==> config.mk <==
export PLATFORM = sky130hd
export DESIGN_NAME = joystick_frame_deframer
export DESIGN_NICKNAME = d
export VERILOG_FILES = /design/src/rtl/core/jfd_pkg.sv /design/src/rtl/core/jfd_rescale.sv /design/src/rtl/core/jfd_parser.sv /design/src/rtl/core/joystick_frame_deframer.sv
export SDC_FILE = /design/constraint.sdc
export NUM_CORES = 1
export LEC_CHECK = 0
export BUFFER_PORTS_ARGS = -buffer_cell sky130_fd_sc_hd__buf_4
export CAP_MARGIN = 40
export CELL_PAD_IN_SITES_DETAIL_PLACEMENT = 0
export CELL_PAD_IN_SITES_GLOBAL_PLACEMENT = 1
export CORE_MARGIN = 2
export CORE_UTILIZATION = 50
export DETAILED_ROUTE_END_ITERATION = 10
export PLACE_DENSITY = 0.92
export SYNTH_ARGS = -nofsm -noshare
export SYNTH_HDL_FRONTEND = slang
export SYNTH_SLANG_ARGS = --single-unit
==> constraint.sdc <==
create_clock -name clk_i -period 8.45 [get_ports clk_i]
set_clock_uncertainty 0.1 [all_clocks]
set_input_delay 1.2675 -clock clk_i [delete_from_list [all_inputs] [get_ports clk_i]]
set_output_delay 1.2675 -clock clk_i [all_outputs]
set_load 0.005 [all_outputs]
==> src/rtl/core/jfd_pkg.sv <==
// ----------------------------------------------------------------------------
// Joystick frame deframer package
// Shared constants, codes and types for the joystick frame deframer.
// ----------------------------------------------------------------------------
package jfd_pkg;

  // Default body length of a wireless frame, in bytes after the start byte.
  localparam int unsigned BT_LEN_DEF = 7;

  // Number of body bytes that are kept: four axes and the gait byte.
  localparam int unsigned STORE_DEPTH = 5;
  localparam int unsigned STORE_IDX_W = $clog2(STORE_DEPTH);
  localparam int unsigned AXIS_NUM    = 4;
  localparam int unsigned AXIS_IDX_W  = $clog2(AXIS_NUM);

  // Link modes.
  localparam logic LINK_RADIO = 1'b0;
  localparam logic LINK_HOST  = 1'b1;

  // Frame markers.
  localparam logic [7:0] RADIO_START = 8'h00;
  localparam logic [7:0] HOST_START  = 8'hAB;
  localparam logic [7:0] HOST_END    = 8'hCD;

  // Frame status codes.
  localparam logic STATUS_OK      = 1'b0;
  localparam logic STATUS_BAD_END = 1'b1;

  // Gait codes.
  localparam logic [1:0] GAIT_NONE   = 2'd0;
  localparam logic [1:0] GAIT_TRIPOD = 2'd1;
  localparam logic [1:0] GAIT_WAVE   = 2'd3;

  // Axis rescaling constants.
  localparam logic [7:0]  AXIS_OFFSET = 8'd20;
  localparam logic [7:0]  AXIS_FULL   = 8'd255;
  localparam logic [7:0]  AXIS_CLAMP  = 8'd230;
  // Reciprocal of five in 18 fractional bits, exact for the quotients used.
  localparam logic [15:0] RECIP_DIV5  = 16'd52429;

  // One result beat.
  typedef struct packed {
    logic [7:0] axis1_x;
    logic [7:0] axis1_y;
    logic [7:0] axis2_x;
    logic [7:0] axis2_y;
    logic [1:0] gait_pick;
    logic       frame_status;
  } jfd_result_t;

  // Handshake control from the parser to the top level.
  typedef struct packed {
    logic consume;
    logic emit;
  } jfd_ctrl_t;

endpackage

==> src/rtl/core/jfd_rescale.sv <==
// ----------------------------------------------------------------------------
// Joystick axis rescaler
// Maps a raw axis byte through (d - 20) * 255 / 160, truncated towards zero,
// optionally inverted as 255 - q, and clamps the result to 0..230.
// ----------------------------------------------------------------------------
module jfd_rescale (
  input  logic [7:0] raw_i,
  input  logic       invert_i,
  output logic [7:0] axis_o
);

  import jfd_pkg::*;

  logic        below;
  logic [7:0]  offs;
  logic [15:0] scaled;
  logic [10:0] div32;
  logic [26:0] prod;
  logic [8:0]  quot;
  logic [8:0]  inv;

  // Offset and multiply by 255 as a shift and subtract.
  assign below  = (raw_i < AXIS_OFFSET);
  assign offs   = raw_i - AXIS_OFFSET;
  assign scaled = {offs, 8'h00} - {8'h00, offs};

  // Divide by 160 as a shift by five followed by a reciprocal of five.
  assign div32 = scaled[15:5];
  assign prod  = {16'h0000, div32} * {11'h000, RECIP_DIV5};
  assign quot  = prod[26:18];
  assign inv   = {1'b0, AXIS_FULL} - quot;

  // Clamp; a negative quotient means the byte sat below the offset.
  always_comb begin
    if (!invert_i) begin
      if (below) begin
        axis_o = 8'h00;
      end else if (quot > {1'b0, AXIS_CLAMP}) begin
        axis_o = AXIS_CLAMP;
      end else begin
        axis_o = quot[7:0];
      end
    end else begin
      if (below) begin
        axis_o = AXIS_CLAMP;
      end else if (quot > {1'b0, AXIS_FULL}) begin
        axis_o = 8'h00;
      end else if (inv > {1'b0, AXIS_CLAMP}) begin
        axis_o = AXIS_CLAMP;
      end else begin
        axis_o = inv[7:0];
      end
    end
  end

endmodule

==> src/rtl/core/jfd_parser.sv <==
// ----------------------------------------------------------------------------
// Joystick frame parser
// Tracks the frame position, stores body bytes and forms a result beat when
// a frame completes. One byte is processed per cycle, except that a frame-ending byte waits for out_free_i.
// ----------------------------------------------------------------------------
module jfd_parser #(
  parameter int unsigned BtLen = jfd_pkg::BT_LEN_DEF,
  parameter int unsigned CntW  = $clog2(BtLen + 1)
) (
  input  logic                clk_i,
  input  logic                rst_ni,
  input  logic                link_mode_i,
  input  logic                byte_valid_i,
  input  logic [7:0]          byte_i,
  input  logic                out_free_i,
  output jfd_pkg::jfd_ctrl_t  ctrl_o,
  output jfd_pkg::jfd_result_t result_o
);

  import jfd_pkg::*;

  logic                  in_frame_q, in_frame_d;
  logic [CntW-1:0]       count_q, count_d;
  logic [7:0]            raw_q    [STORE_DEPTH];
  logic [7:0]            mapped_q [AXIS_NUM];

  logic                  start_hit;
  logic                  store_en;
  logic                  map_en;
  logic                  emit;
  logic                  consume;
  logic [CntW-1:0]       count_inc;
  logic [7:0]            gait_byte;
  logic [7:0]            mapped_new;
  logic                  host_good;
  logic [STORE_IDX_W-1:0] store_idx;
  logic [AXIS_IDX_W-1:0]  axis_idx;

  assign store_idx = count_q[STORE_IDX_W-1:0];
  assign axis_idx  = count_q[AXIS_IDX_W-1:0];
  assign count_inc = count_q + CntW'(1);

  assign start_hit = (link_mode_i == LINK_HOST) ? (byte_i == HOST_START)
                                                : (byte_i == RADIO_START);

  // Frame position decode: which byte is stored, and whether the frame ends.
  always_comb begin
    store_en = 1'b0;
    emit     = 1'b0;
    count_d  = count_q;
    in_frame_d = in_frame_q;
    if (!in_frame_q) begin
      if (start_hit) begin
        in_frame_d = 1'b1;
        count_d    = '0;
      end
    end else if (link_mode_i == LINK_RADIO) begin
      if (count_q < CntW'(BtLen)) begin
        store_en = (count_q < CntW'(STORE_DEPTH));
        count_d  = count_inc;
      end
      if (count_d >= CntW'(BtLen)) begin
        emit       = 1'b1;
        in_frame_d = 1'b0;
        count_d    = '0;
      end
    end else begin
      if (count_q < CntW'(AXIS_NUM)) begin
        store_en = 1'b1;
        count_d  = count_inc;
      end else begin
        emit       = 1'b1;
        in_frame_d = 1'b0;
        count_d    = '0;
      end
    end
  end

  assign map_en  = store_en && (count_q < CntW'(AXIS_NUM));
  assign consume = byte_valid_i && (!emit || out_free_i);

  assign ctrl_o.consume = consume;
  assign ctrl_o.emit    = emit;

  // One rescaler, applied as each axis byte arrives.
  jfd_rescale u_rescale (
    .raw_i    (byte_i),
    .invert_i (axis_idx != '0),
    .axis_o   (mapped_new)
  );

  // Frame position state.
  always_ff @(posedge clk_i or negedge rst_ni) begin
    if (!rst_ni) begin
      in_frame_q <= 1'b0;
      count_q    <= '0;
    end else if (consume) begin
      in_frame_q <= in_frame_d;
      count_q    <= count_d;
    end
  end

  // Body byte stores, raw and rescaled.
  always_ff @(posedge clk_i) begin
    if (consume && store_en) begin
      raw_q[store_idx] <= byte_i;
    end
    if (consume && map_en) begin
      mapped_q[axis_idx] <= mapped_new;
    end
  end

  // Gait byte may arrive in the very beat that ends the frame.
  assign gait_byte = (store_en && (count_q == CntW'(AXIS_NUM))) ? byte_i
                                                                : raw_q[AXIS_NUM];
  assign host_good = (byte_i == HOST_END);

  // Result beat formation.
  always_comb begin
    if (link_mode_i == LINK_RADIO) begin
      result_o.axis1_x      = mapped_q[0];
      result_o.axis1_y      = mapped_q[1];
      result_o.axis2_x      = mapped_q[2];
      result_o.axis2_y      = mapped_q[3];
      result_o.frame_status = STATUS_OK;
      if ((gait_byte >= {6'd0, GAIT_TRIPOD}) && (gait_byte <= {6'd0, GAIT_WAVE})) begin
        result_o.gait_pick = gait_byte[1:0];
      end else begin
        result_o.gait_pick = GAIT_NONE;
      end
    end else begin
      result_o.gait_pick = GAIT_NONE;
      if (host_good) begin
        result_o.axis1_x      = raw_q[0];
        result_o.axis1_y      = raw_q[1];
        result_o.axis2_x      = raw_q[2];
        result_o.axis2_y      = raw_q[3];
        result_o.frame_status = STATUS_OK;
      end else begin
        result_o.axis1_x      = 8'h00;
        result_o.axis1_y      = 8'h00;
        result_o.axis2_x      = 8'h00;
        result_o.axis2_y      = 8'h00;
        result_o.frame_status = STATUS_BAD_END;
      end
    end
  end

endmodule

==> src/rtl/core/joystick_frame_deframer.sv <==
// ----------------------------------------------------------------------------
// Joystick frame deframer
// Deframes joystick packets from a received byte stream in wireless or host
// link mode and delivers one result beat per completed frame.
//
//   Channel   Direction  Handshake              Payload
//   in        receive    in_valid_i/in_stall_o  rx_byte_i
//   out       send       out_valid_o/out_stall_i axis*, gait_pick_o, frame_status_o
//   cfg       receive    cfg_wr_en_i            cfg_wr_data_i (link mode)
//
// One byte is taken every cycle while in_stall_o is low; the byte that completes
// a frame passes the input register, and its result is held in the result register.
// Reset is asynchronous and clears the frame position, link mode and valids;
// the byte stores are not cleared and are always written before they are read.
// While the result register is stalled, bytes that end no frame keep flowing.
// ----------------------------------------------------------------------------
module joystick_frame_deframer #(
  parameter int unsigned BtLen = jfd_pkg::BT_LEN_DEF
) (
  input  logic       clk_i,
  input  logic       rst_ni,
  input  logic       cfg_wr_en_i,
  input  logic       cfg_wr_data_i,
  input  logic       in_valid_i,
  output logic       in_stall_o,
  input  logic [7:0] rx_byte_i,
  output logic       out_valid_o,
  input  logic       out_stall_i,
  output logic [7:0] axis1_x_o,
  output logic [7:0] axis1_y_o,
  output logic [7:0] axis2_x_o,
  output logic [7:0] axis2_y_o,
  output logic [1:0] gait_pick_o,
  output logic       frame_status_o
);

  import jfd_pkg::*;

  logic        link_mode_q;
  logic        in_valid_q;
  logic [7:0]  in_byte_q;
  logic        out_valid_q, out_valid_d;
  logic        out_free;
  logic        in_accept;
  jfd_ctrl_t   ctrl;
  jfd_result_t result;
  jfd_result_t result_q;

  // Link mode register.
  always_ff @(posedge clk_i or negedge rst_ni) begin
    if (!rst_ni) begin
      link_mode_q <= LINK_RADIO;
    end else if (cfg_wr_en_i) begin
      link_mode_q <= cfg_wr_data_i;
    end
  end

  // Input register: frees whenever the parser takes its byte.
  assign in_stall_o = in_valid_q && !ctrl.consume;
  assign in_accept  = in_valid_i && !in_stall_o;

  always_ff @(posedge clk_i or negedge rst_ni) begin
    if (!rst_ni) begin
      in_valid_q <= 1'b0;
    end else if (in_accept) begin
      in_valid_q <= 1'b1;
    end else if (ctrl.consume) begin
      in_valid_q <= 1'b0;
    end
  end

  always_ff @(posedge clk_i) begin
    if (in_accept) begin
      in_byte_q <= rx_byte_i;
    end
  end

  // Frame parser.
  jfd_parser #(
    .BtLen (BtLen)
  ) u_parser (
    .clk_i        (clk_i),
    .rst_ni       (rst_ni),
    .link_mode_i  (link_mode_q),
    .byte_valid_i (in_valid_q),
    .byte_i       (in_byte_q),
    .out_free_i   (out_free),
    .ctrl_o       (ctrl),
    .result_o     (result)
  );

  // Result register.
  assign out_free = !out_valid_q || !out_stall_i;

  always_comb begin
    out_valid_d = out_valid_q;
    if (ctrl.consume && ctrl.emit) begin
      out_valid_d = 1'b1;
    end else if (!out_stall_i) begin
      out_valid_d = 1'b0;
    end
  end

  always_ff @(posedge clk_i or negedge rst_ni) begin
    if (!rst_ni) begin
      out_valid_q <= 1'b0;
    end else begin
      out_valid_q <= out_valid_d;
    end
  end

  always_ff @(posedge clk_i) begin
    if (ctrl.consume && ctrl.emit) begin
      result_q <= result;
    end
  end

  assign out_valid_o    = out_valid_q;
  assign axis1_x_o      = result_q.axis1_x;
  assign axis1_y_o      = result_q.axis1_y;
  assign axis2_x_o      = result_q.axis2_x;
  assign axis2_y_o      = result_q.axis2_y;
  assign gait_pick_o    = result_q.gait_pick;
  assign frame_status_o = result_q.frame_status;

endmodule

* Yosys cells after proc, flatten, opt, wreduce, memory -nomap -nowiden *
Memory sizes are Yosys's and may differ from the RTL's.
Cells that the tools add are included.

cells by class
  add/sub/neg operators = 4
  multipliers = 1
  $lt $le $gt $ge = 10
  equality and inequality tests = 4
  multiplexer cells = 40
  bitwise operators = 1
  reduce and logical (&&, ||, !) cells = 22

operator list
  cell                                                            count
  two-way mux 8 bit                                               7
  two-way mux 35 bit                                              1
  two-way mux 32 bit                                              1
  greater-than comparator 9 x 8 -> 1 bit (second input constant)  3
  multiplier 11 x 16 -> 27 bit (second input constant)            1
  two-way mux 3 bit                                               8
  two-way mux 1 bit                                               22
  equality test 8 bit (second input constant)                     2
  subtractor 16 x 8 -> 16 bit                                     1
  logical AND 1 bit                                               9
  less-than comparator 3 bit (second input constant)              3
  subtractor 8 x 9 -> 9 bit (first input constant)                1
  >= comparator 8 x 1 -> 1 bit (second input constant)            1
  <= comparator 8 x 2 -> 1 bit (second input constant)            1
  zero test 8 bit                                                 1
  less-than comparator 8 x 5 -> 1 bit (second input constant)     1
  subtractor 8 x 5 -> 8 bit (second input constant)               1
  nonzero test 2 bit                                              3
  zero test 1 bit                                                 5
  adder 3 x 1 -> 3 bit (second input constant)                    1
  equality test 3 bit (second input constant)                     1
  >= comparator 3 bit (second input constant)                     1
  logical OR 1 bit                                                2
  two-way mux 2 bit                                               1
  other kinds (4)                                                 4

word-level totals
  bits in registers = 50
  memory bits (writable) = 72
  bits of input ports = 14
  memories kept = 2

memories
  memory             depth  bits a word  read ports  clocked after Yosys merged registers in  write ports  RTL line          text
  u_parser.raw_q     5      8            5           0                                        1            jfd_parser.sv:24  logic [7:0] raw_q [STORE_DEPTH];
  u_parser.mapped_q  4      8            4           0                                        1            jfd_parser.sv:25  logic [7:0] mapped_q [AXIS_NUM];

* Depth between registers and ports, before layout *
Gate-level depths: netlist of the first run.

  depth after elaboration = 16
  depth in mapped cells = 29
  mapped depth without buffers = 29

* Cells and area by module *
From an unflattened synthesis of the first run, not the netlist that was laid out.

second synthesis, totals
  cell total of the unflattened synthesis = 658
  area total of the unflattened synthesis = 7,962.6 um2

modules (own cells, without submodules)
  module                   instances  cells each  area an instance (um2)  sequential area each (um2)
  jfd_rescale              1          410         3,400.8                 0.0
  jfd_parser               1          194         3,129.3                 2,262.2
  joystick_frame_deframer  1          54          1,432.6                 1,366.3

* Worst setup path before layout of the first run *
Ideal clock, no wire load.

  path kind = flip-flop to flip-flop
  start = register in_byte_q[2]
  end = memory u_parser.mapped_q[0][1] (data pin)
  library setup time = 0.230 ns
  arrival = 7.178 ns
  required time = 8.120 ns
  path slack = 0.942 ns
  stages on the path, launching flop included = 29
  path buffers = 0
  clock period less this slack = 7.508 ns
  path through = edfxtp_1 inv_1 ha_1 xor2_1 and3_1 and2_1 a31o_2 nor2_1 xnor2_1 ha_1 fa_1 inv_1 fa_1 inv_1 fa_1 inv_1 fa_1 inv_1 ha_1 nand4_1 or3_1 a211oi_1 nor3_1 a211oi_1 nand3_1 nor4_1 o2111ai_1 and3_1 a221oi_1

on the way
  cells in the longest elaborated chain, start to end = 9

RTL lines
  element                                 RTL line                       text
  from (decl)                             joystick_frame_deframer.sv:41  logic [7:0] in_byte_q;
  from (signal assigned)                  joystick_frame_deframer.sv:74  in_byte_q <= rx_byte_i;
  subtractor 8 x 5 -> 8 bit               jfd_rescale.sv:24              assign offs = raw_i - AXIS_OFFSET;
  subtractor 16 x 8 -> 16 bit             jfd_rescale.sv:25              assign scaled = {offs, 8'h00} - {8'h00, offs};
  multiplier 11 x 16 -> 27 bit            jfd_rescale.sv:29              assign prod = {16'h0000, div32} * {11'h000, RECIP_DIV5};
  subtractor 8 x 9 -> 9 bit               jfd_rescale.sv:31              assign inv = {1'b0, AXIS_FULL} - quot;
  greater-than comparator 9 x 8 -> 1 bit  jfd_rescale.sv:48              end else if (inv > {1'b0, AXIS_CLAMP}) begin
  two-way mux 8 bit                       jfd_rescale.sv:48
  two-way mux 8 bit                       jfd_rescale.sv:46              end else if (quot > {1'b0, AXIS_FULL}) begin
  two-way mux 8 bit                       jfd_rescale.sv:44              if (below) begin
  two-way mux 8 bit (*)                   jfd_rescale.sv:35              if (!invert_i) begin
  via u_parser.mapped_new[1]              jfd_parser.sv:34               logic [7:0] mapped_new;
  to (decl)                               jfd_parser.sv:25

Mark *: on every way through the listed nets, which the timed path passes. The rest lies on a longest branch.

* Final worst setup path of the first run *
  start = register in_byte_q[2]
  end = memory u_parser.mapped_q[3][1] (data pin)

Same word-level chain as after synthesis.

==> results of run 1 <==
critical path, delay by kind of cell (launching register included):
family                   cells  cell delay, ns
XOR/XNOR                     2            0.35
AND/OR/NAND/NOR              6            1.48
flip-flops                   1            0.40
adder cells (fa/ha/maj)      7            3.05
buffers and inverters        5            0.35
AO/OA/AOI/OAI                8            2.14
worst paths after layout:
kind | endpoint | slack (ns) | cells past startpoint
worst max-delay path | u_parser.mapped_q[3][1] | 0.28 | 28
worst min-delay path | axis2_x_o[6] | 0.43 | 1
worst max register to register | u_parser.mapped_q[3][1] | 0.28 | 28
worst min register to register | axis2_x_o[6] | 0.43 | 1
max in group asynchronous | u_parser.count_q[2] | 7.55 | 1
min in group asynchronous | link_mode_q | 0.56 | 1
sequential cells by signal, indices dropped and copies added (netlist names), 2 cells and up:
name	cells
axis1_x_o	8
axis1_y_o	8
u_parser.mapped_q	32
axis2_x_o	8
axis2_y_o	8
u_parser.count_q	3
gait_pick_o	2
in_byte_q	8
u_parser.raw_q	40
what timing repair did:
action,in CTS,in global routing
setup endpoints to repair,0,20
endpoints found under the hold margin,0,0
setup buffers,0,3
resized for setup,0,13
layer usage:
| metal | up-vias | track usage [%] |
|---|---|---|
| met5 | - | 0 |
| met4 | 0 | 5.754 |
| met3 | 24 | 4.088 |
| met2 | 189 | 36.51 |
| met1 | 2675 | 28.98 |
| li1 | 2562 | - |
synthesized netlist by cell type (3+ instances only):
master,number,area share [%]
edfxtp_1,115,44
nand2b_1,4,0.32
nor2_1,34,1.6
or2_2,3,0.24
a31oi_1,5,0.40
a21o_1,11,1.1
nand4_1,6,0.48
ha_1,79,13
nand2_1,35,1.7
nor3_1,12,0.77
dfrtp_1,7,2.2
xnor2_1,5,0.56
and3_1,10,0.80
o22ai_1,4,0.32
o211ai_1,5,0.48
and2_1,9,0.72
xor2_1,8,0.90
a22o_1,32,3.6
a21oi_1,22,1.4
o21a_1,4,0.38
or3_1,6,0.48
inv_1,96,4.6
a211oi_1,5,0.48
a221oi_1,3,0.34
fa_1,37,9.5
mux2i_1,6,0.77
clkbuf_1,14,0.67
nor2b_1,5,0.40
a2111oi_0,3,0.34
nand3_1,12,0.77
o21ai_0,15,0.96
o31a_1,3,0.34
nor4_1,9,0.72
area by class of cell:
| cell class | instances | area (um2) | share of cell area, % |
|---|---|---|---|
| inverter | 97 | 364.1 | 3.973 |
| multi-input combinational | 428 | 3842 | 41.92 |
| timing repair buffer | 68 | 518.0 | 5.652 |
| sequential | 122 | 3628 | 39.59 |
| clock inverter | 14 | 122.6 | 1.338 |
| clock buffer | 17 | 425.4 | 4.642 |
| tap | 211 | 264.0 | 2.881 |
cell families after synthesis:
logic type | count (synthesis)
and+or+nand+nor | 157
buffers and inverters | 112
muxes | 6
adders and majority gates | 116
AOI/OAI and AO/OA | 135
xor gates and xnor gates | 14
DFF | 122
through the flow:
step                      hold WS, ns  setup slack (ns)  cells
final                          0.4304            0.2844    957
after CTS                      0.4206           0.07850    954
after detailed placement       0.4050           0.08910    923
after floorplan                0.3974            0.9420    662
after global routing           0.4411          -0.08454    957
after global placement         0.3952            0.3965    921
==> flow_summary_export.csv, run 1 <==
group,metric,value,unit
drt,dr_wl_met2,8800,um
clocking,clk_pin_slew,0.06,ns
worst_setup_path,cp.required,8.46,ns
worst_setup_path,timing.rr.start,"in_byte_q[2]",
timing,min_period,8.166,ns
worst_setup_path,path_max_fanout,5,
drt,postRouteAntennaNets,0,
yosys,synthFlopType,"edfxtp_1",
floorplanning,pin_count,51,
yosys,synth_fp_nets,792,
drt,drt_iter0_drc,468,
floorplanning,start_util,51.22,%
worst_hold_path,holdCritStartpoint,"u_parser.raw_q[2][6]",
layout,final_common_cell,"edfxtp_1",
clocking,insertion_delay,0.41,ns
yosys,synth_top_family_by_area,"adder cells",
global_route,grt-ovfl-total,0,
timing,setup_viol_count_final,0,
global_route,grt_usage,21.62,%
floorplanning,core,15260,um2
yosys,synth_warnings,0,
drt,drc_errors,0,
yosys,postSynthAreaPerCell,11.81,um2
place,place_area,8511,um2
drt,viasPerCell,5.695,
clocking,cts_root_buffer,"clkbuf_16",
yosys,async_flop_share,5.738,%
yosys,netlist_area,7815,um2
floorplanning,std_cell_rows,45,
timing,timing.final.hold_violations,0,
worst_setup_path,crit_path_frequent_cell,"inv_1",
worst_setup_path,critPathMaxStageDelay,0.73,ns
yosys,synth_compound_area_share,12.97,%
worst_setup_path,cp-start-kind,"flop",
timing,fin_crit_sh,96.63,%
timing,relSlewSlack,42.22,%
timing,fmax,122.5,MHz
clocking,cts_buffer_depth,2,
layout,fin_area,9165,um2
clocking,cts_num_sinks,122,
yosys,ys_seq_area_share,46.43,%
clocking,hold_buffers,0,
layout,final_core_utilization,60.07,%
yosys,synthMuxAreaShare,0.7685,%
clocking,cts_made_buffers,17,
timing,setup_tns,0,ns
drt,routedWlPerCell,18.56,um
timing,slew_viol_final,0,
yosys,synth_simple_gate_area_share,10.57,%
drt,met1Wirelength,7727,um
global_route,antenna_found_initial,0,
timing,tightest_slew,0.8587,ns
yosys,yosys_register_bits,122,
drt,num_vias,5450,
place,port_buffers,50,
clocking,htree_levels,4,
floorplanning,die_area,16650,um2
yosys,synth_edf_count,115,
global_route,grt_pass1_wl,27470,um
floorplanning,die_h,129.0,um
job,max_cap_viol_count,0,
drt,highest_layer,"met4",
yosys,synth_cell_types,66,
drt,wl_met3,956,um
place,place.gp.congestion,0.9711,
layout,mostFrequentLayoutCells,"115 x edfxtp_1, 96 x inv_1, 79 x ha_1",
floorplanning,die_x,129.0,um
worst_setup_path,cp_slowest_cell,"a2111oi_1",
layout,layout-drive-gt1-share,16.89,%
layout,nFillCells,1199,
yosys,synthAdderAreaFrac,22.13,%
worst_setup_path,startpoint,"in_byte_q[2]",
clocking,cts_tree,"yes",
worst_setup_path,path_class,"reg2reg",
place,hpwl,13440,um
global_route,grt_max_degree,38,
layout,antennaDiodeCount,0,
drt,dr.pass1.iters,6,
drt,wl,17760,um
status,status,"complete, no violations",
yosys,synth_xor_area_share,1.665,%
timing,rsz0062_at_grt,"true",
layout,areaGrowthSynthToFinish,17.28,%
worst_hold_path,hp-class,"reg2reg",
layout,fin_nets,864,
worst_setup_path,critPathArrivalTime,8.18,ns
global_route,grt_pass1_vias,5372,
worst_setup_path,end_kind,"flop",
yosys,syn-instance-count,662,
Power of run 1 is not shown: default switching activity piles up to over one toggle a cycle in this logic, so the estimate is an artifact.
==> run 2: changes to the inputs <==
Settings changed: CORE_MARGIN 2 to 1.
==> run 2 against run 1 <==
Via count is 0.83% higher. Sequential share of layout area about the same. Sequential cell count did not move. Setup slack better by 0.081 ns. Die area fell by 3.1%. Maximum frequency up 1.0%. Cell count fell by 2.8%. First-iteration DRC count up 7.1%. Non-clock buffer count is 5 lower. Critical path depth unchanged. Final area decreased by 0.12%. Largest cell class unchanged.
==> flow_summary_export.csv, run 2 (synthesized netlist as in run 1, its figures left out) <==
group,metric,value,unit
clocking,cts_resized,0,
job,max_cap_viol_count,0,
drt,dr.pass1.iters,5,
clocking,cts_made_buffers,17,
worst_setup_path,r2r_slack,0.37,ns
global_route,antenna_found_initial,0,
worst_setup_path,cp.required,8.51,ns
worst_hold_path,hp-class,"reg2reg",
worst_setup_path,crit_path_end,"u_parser.mapped_q[3][3]",
clocking,clk_pin_slew,0.06,ns
layout,nFillCells,1165,
clocking,cts_num_sinks,122,
worst_setup_path,cp-start-kind,"flop",
timing,rsz0062_at_grt,"false",
timing,fmax,123.7,MHz
worst_setup_path,path_max_fanout,5,
drt,drc_errors,0,
timing,setup_viol_count_final,0,
layout,seq_area,3628,um2
worst_hold_path,holdPathStages,0,
timing,min_period,8.084,ns
drt,viasPerCell,5.909,
worst_setup_path,cp.buffers_inverters,5,
layout,largest_reg_flops,40,
clocking,hold_buffers,0,
floorplanning,std_cell_rows,45,
place,place.gp.congestion,0.8947,
global_route,grt_usage,23.15,%
layout,areaGrowthSynthToFinish,17.13,%
floorplanning,core,15200,um2
layout,multiInputGateArea,3807,um2
worst_setup_path,critPathArrivalTime,8.15,ns
worst_setup_path,timing.rr.start,"in_byte_q[2]",
floorplanning,die_x,127.0,um
drt,wl,17890,um
global_route,grt-ovfl-total,0,
worst_setup_path,crit_path_frequent_cell,"inv_1",
worst_setup_path,cp_slowest_cell,"fa_1",
worst_setup_path,critPathTopFamily,"adder cells",
clocking,cts_tree,"yes",
clocking,cts_buffer_depth,2,
worst_setup_path,path_class,"reg2reg",
global_route,grt_pass1_wl,27990,um
floorplanning,pin_count,51,
timing,timing.final.hold_violations,0,
worst_setup_path,startpoint,"in_byte_q[2]",
global_route,grt_pass1_vias,5314,
layout,top_regs,"u_parser.raw_q (40), u_parser.mapped_q (32)",
timing,setup_tns,0,ns
layout,final_common_cell,"edfxtp_1",
clocking,insertion_delay,0.41,ns
place,port_buffers,50,
timing,slew_viol_final,0,
worst_setup_path,crit_cells,28,
clocking,post_cts_buffers,0,
timing,relSlewSlack,46.62,%
floorplanning,start_util,51.41,%
clocking,htree_levels,4,
worst_setup_path,critPathMaxStageDelay,0.54,ns
floorplanning,die_area,16130,um2
layout,fin_nets,859,
timing,tightest_slew,0.7978,ns
global_route,grt_max_degree,38,
worst_setup_path,rr_worst_depth,28,
worst_setup_path,r2r_end,"u_parser.mapped_q[3][3]",
layout,layout-drive-gt1-share,16.58,%
drt,num_vias,5495,
drt,routedWlPerCell,19.23,um
layout,mostFrequentLayoutCells,"115 x edfxtp_1, 96 x inv_1, 78 x ha_1",
drt,drt_iter0_drc,501,
layout,antennaDiodeCount,0,
drt,postRouteAntennaNets,0,
timing,fin_crit_sh,95.67,%
clocking,cts_root_buffer,"clkbuf_16",
status,status,"complete, no violations",
layout,top_register,"u_parser.raw_q",
worst_setup_path,end_kind,"flop",
place,hpwl,13110,um
floorplanning,die_h,127.0,um
[run 2: per-stage QoR]
step | cell area, um2 | hold WS (ns) | std cells | worst slack, ns | util, %
after floorplan | 7815 | 0.3974 | 662 | 0.9420 | -
after global placement | 8444 | 0.3942 | 896 | 0.5003 | 55.55
after detailed placement | 8479 | 0.3852 | 898 | 0.2981 | 55.78
after CTS | 9105 | 0.4018 | 930 | 0.2208 | 59.89
after global routing | 9154 | 0.4185 | 930 | 0.04539 | 60.21
final | 9154 | 0.3943 | 930 | 0.3658 | 60.21
[run 2: worst register-to-register path: cells and delay by family, from the launching register on]
family          cells  cell delay (ns)
compound gates      6             1.32
xor+xnor            2             0.35
mux                 1             0.37
simple gates        7             1.96
flops               1             0.41
buf+inv             5             0.37
fa+ha+maj           7             2.99
[run 2: metal layers]
metal / global-route usage, % / part of all wire [%] / up-vias
met1: 31.48 / 44 / 2713
met4: 6.232 / 1.6 / 0
li1: - / - / 2553
met2: 38.01 / 49 / 199
met5: 0 / 0 / -
met3: 4.690 / 6.0 / 30
[run 2: worst min path at each step]
stage                                 endpoint  slack (ns)          from
after CTS                 u_parser.raw_q[4][6]        0.40  in_byte_q[6]
after global routing      u_parser.raw_q[4][6]        0.42  in_byte_q[6]
after detailed placement  u_parser.raw_q[4][6]        0.39  in_byte_q[6]
final                     u_parser.raw_q[4][6]        0.39  in_byte_q[6]
after global placement    u_parser.raw_q[4][6]        0.39  in_byte_q[6]
after floorplan                    out_valid_o        0.40   out_valid_o
[run 2: final cells by class]
class                      instances  share of cell area (%)
tap                              188                   2.570
clock buffer                      17                   4.647
inverter                          97                   3.978
sequential                       122                   39.64
timing repair buffer              63                   5.385
multi-input combinational        428                   41.59
clock inverter                    15                   2.187
Power of run 2 is left out for the same reason.
==> run 3: changes to the inputs <==
Settings changed: SETUP_SLACK_MARGIN set to 0.4.
==> run 3 against run 2 <==
Final area up 1.7%. Wire length up 1.8%. Via count up 0.89%. First-iteration DRC count up 8.6%. Register-to-register slack better by 0.19 ns. Critical path type unchanged. Highest routed layer unchanged.
==> flow_summary_export.csv, run 3 (synthesized netlist as in run 1, its figures left out) <==
group,metric,value,unit
layout,nFillCells,1141,
layout,largest_reg_flops,40,
layout,top_register,"u_parser.raw_q",
clocking,cts_buffer_depth,2,
timing,timing.final.hold_violations,0,
clocking,cts_num_sinks,122,
global_route,grt_pass1_vias,5339,
job,max_cap_viol_count,0,
timing,setup_slack,0.5555,ns
timing,slew_viol_final,0,
timing,setup_tns,0,ns
clocking,htree_levels,4,
status,status,"complete, no violations",
timing,min_period,7.894,ns
drt,routedWlPerCell,19.45,um
floorplanning,start_util,51.41,%
worst_setup_path,critPathMaxStageDelay,0.54,ns
layout,antennaDiodeCount,0,
floorplanning,core,15200,um2
layout,final_common_cell,"edfxtp_1",
layout,mostFrequentLayoutCells,"115 x edfxtp_1, 96 x inv_1, 77 x ha_1",
drt,drt_iter0_drc,544,
worst_setup_path,timing.rr.start,"in_byte_q[2]",
drt,num_vias,5544,
worst_setup_path,cp-start-kind,"flop",
layout,top_regs,"u_parser.raw_q (40), u_parser.mapped_q (32)",
timing,relSlewSlack,44.02,%
place,pre_cts_ws,0.2981,ns
worst_setup_path,end_kind,"flop",
layout,fin_area,9308,um2
place,place_area,8479,um2
drt,postRouteAntennaNets,0,
clocking,clk_pin_slew,0.06,ns
layout,final_core_utilization,61.23,%
worst_hold_path,whs_endpoint,"u_parser.raw_q[4][6]",
worst_setup_path,rr_worst_depth,30,
timing,tightest_slew,0.8366,ns
layout,fin_nets,865,
global_route,grt_max_degree,38,
timing,rsz0062_at_grt,"false",
global_route,grt_usage,23.24,%
layout,areaGrowthSynthToFinish,19.10,%
layout,layout-drive-gt1-share,19.12,%
worst_hold_path,holdPathStages,0,
timing,setup_viol_count_final,0,
worst_setup_path,r2r_end,"u_parser.mapped_q[2][3]",
timing,fin_crit_sh,93.43,%
floorplanning,die_x,127.0,um
global_route,antenna_found_initial,0,
worst_setup_path,r2r_slack,0.56,ns
clocking,cts_tree,"yes",
worst_hold_path,holdCritStartpoint,"in_byte_q[6]",
worst_setup_path,path_max_fanout,5,
floorplanning,std_cell_rows,45,
clocking,cts_root_buffer,"clkbuf_16",
worst_setup_path,cp_slowest_cell,"fa_1",
clocking,cts_made_buffers,17,
worst_setup_path,critPathArrivalTime,8.00,ns
worst_hold_path,hp-class,"reg2reg",
floorplanning,die_area,16130,um2
global_route,grt-ovfl-total,0,
place,port_buffers,50,
drt,viasPerCell,5.923,
drt,dr.pass1.iters,7,
floorplanning,pin_count,51,
clocking,insertion_delay,0.41,ns
worst_setup_path,crit_path_frequent_cell,"inv_1",
floorplanning,die_h,127.0,um
worst_setup_path,cp.required,8.56,ns
place,hpwl,13110,um
global_route,grt_pass1_wl,28130,um
drt,drc_errors,0,
place,place.gp.congestion,0.8947,
worst_setup_path,path_class,"reg2reg",
timing,fmax,126.7,MHz
drt,wl,18210,um
run 3: changes by cell type in the layout (fill, tap and decap cells not counted), moves of 2 or more:
cell | previous run | this run
a2111oi_0 | 3 | 1
a2111oi_2 | 0 | 3
a221oi_2 | 2 | 0
a221oi_4 | 0 | 2
buf_4 | 62 | 68
mux2i_1 | 6 | 3
mux2i_2 | 0 | 3
run 3: worst max path at each step:
stage                            start                      end  slack, ns  depth (start not counted)
after floorplan           in_byte_q[2]  u_parser.mapped_q[0][1]       0.94                         28
final                     in_byte_q[2]  u_parser.mapped_q[2][3]       0.56                         30
after CTS                 in_byte_q[2]  u_parser.mapped_q[2][2]       0.43                         30
after detailed placement  in_byte_q[2]  u_parser.mapped_q[1][2]       0.30                         30
after global routing      in_byte_q[2]  u_parser.mapped_q[0][0]       0.37                         30
after global placement    in_byte_q[2]  u_parser.mapped_q[2][2]       0.50                         29
run 3: metal layers:
layer | vias to the layer above | GRT usage, % | part of all wire [%]
li1 | 2564 | - | -
met1 | 2759 | 31.51 | 44
met2 | 194 | 38.11 | 49
met3 | 27 | 4.732 | 5.9
met4 | 0 | 6.583 | 1.5
met5 | - | 0 | 0
run 3: critical path, delay by kind of cell, from the launching register on:
kind	cells	cell delay [ns]
xor gates and xnor gates	2	0.50
muxes	1	0.30
buffers and inverters	7	0.77
DFF	1	0.41
and+or+nand+nor	8	1.73
AOI/OAI and AO/OA	5	0.98
adders and majority gates	7	2.91
run 3: timing repair:
action | 4_1_cts | 5_1_grt
buffers inserted | 0 | 6
pin swaps | 0 | 2
gates resized for setup | 7 | 23
hold buffers | 0 | 0
setup endpoints to repair | 20 | 32
run 3: area by class of cell:
cell class                      count  area [um2]  share of cell area (%)
Clock inverter                     15       200.2                   2.151
Tap cell                          188       235.2                   2.527
Timing Repair Buffer               69       538.0                   5.780
Inverter                           97       364.1                   3.912
Multi-Input combinational cell    428        3916                   42.08
Clock buffer                       17       425.4                   4.571
Sequential cell                   122        3628                   38.98
run 3: stage by stage:
stage               hold WS (ns)  instances
global route              0.4185        936
CTS                       0.4018        930
finish                    0.3965        936
global placement          0.3942        896
detailed placement        0.3852        898
floorplan                 0.3974        662
Power of run 3 is left out for the same reason.
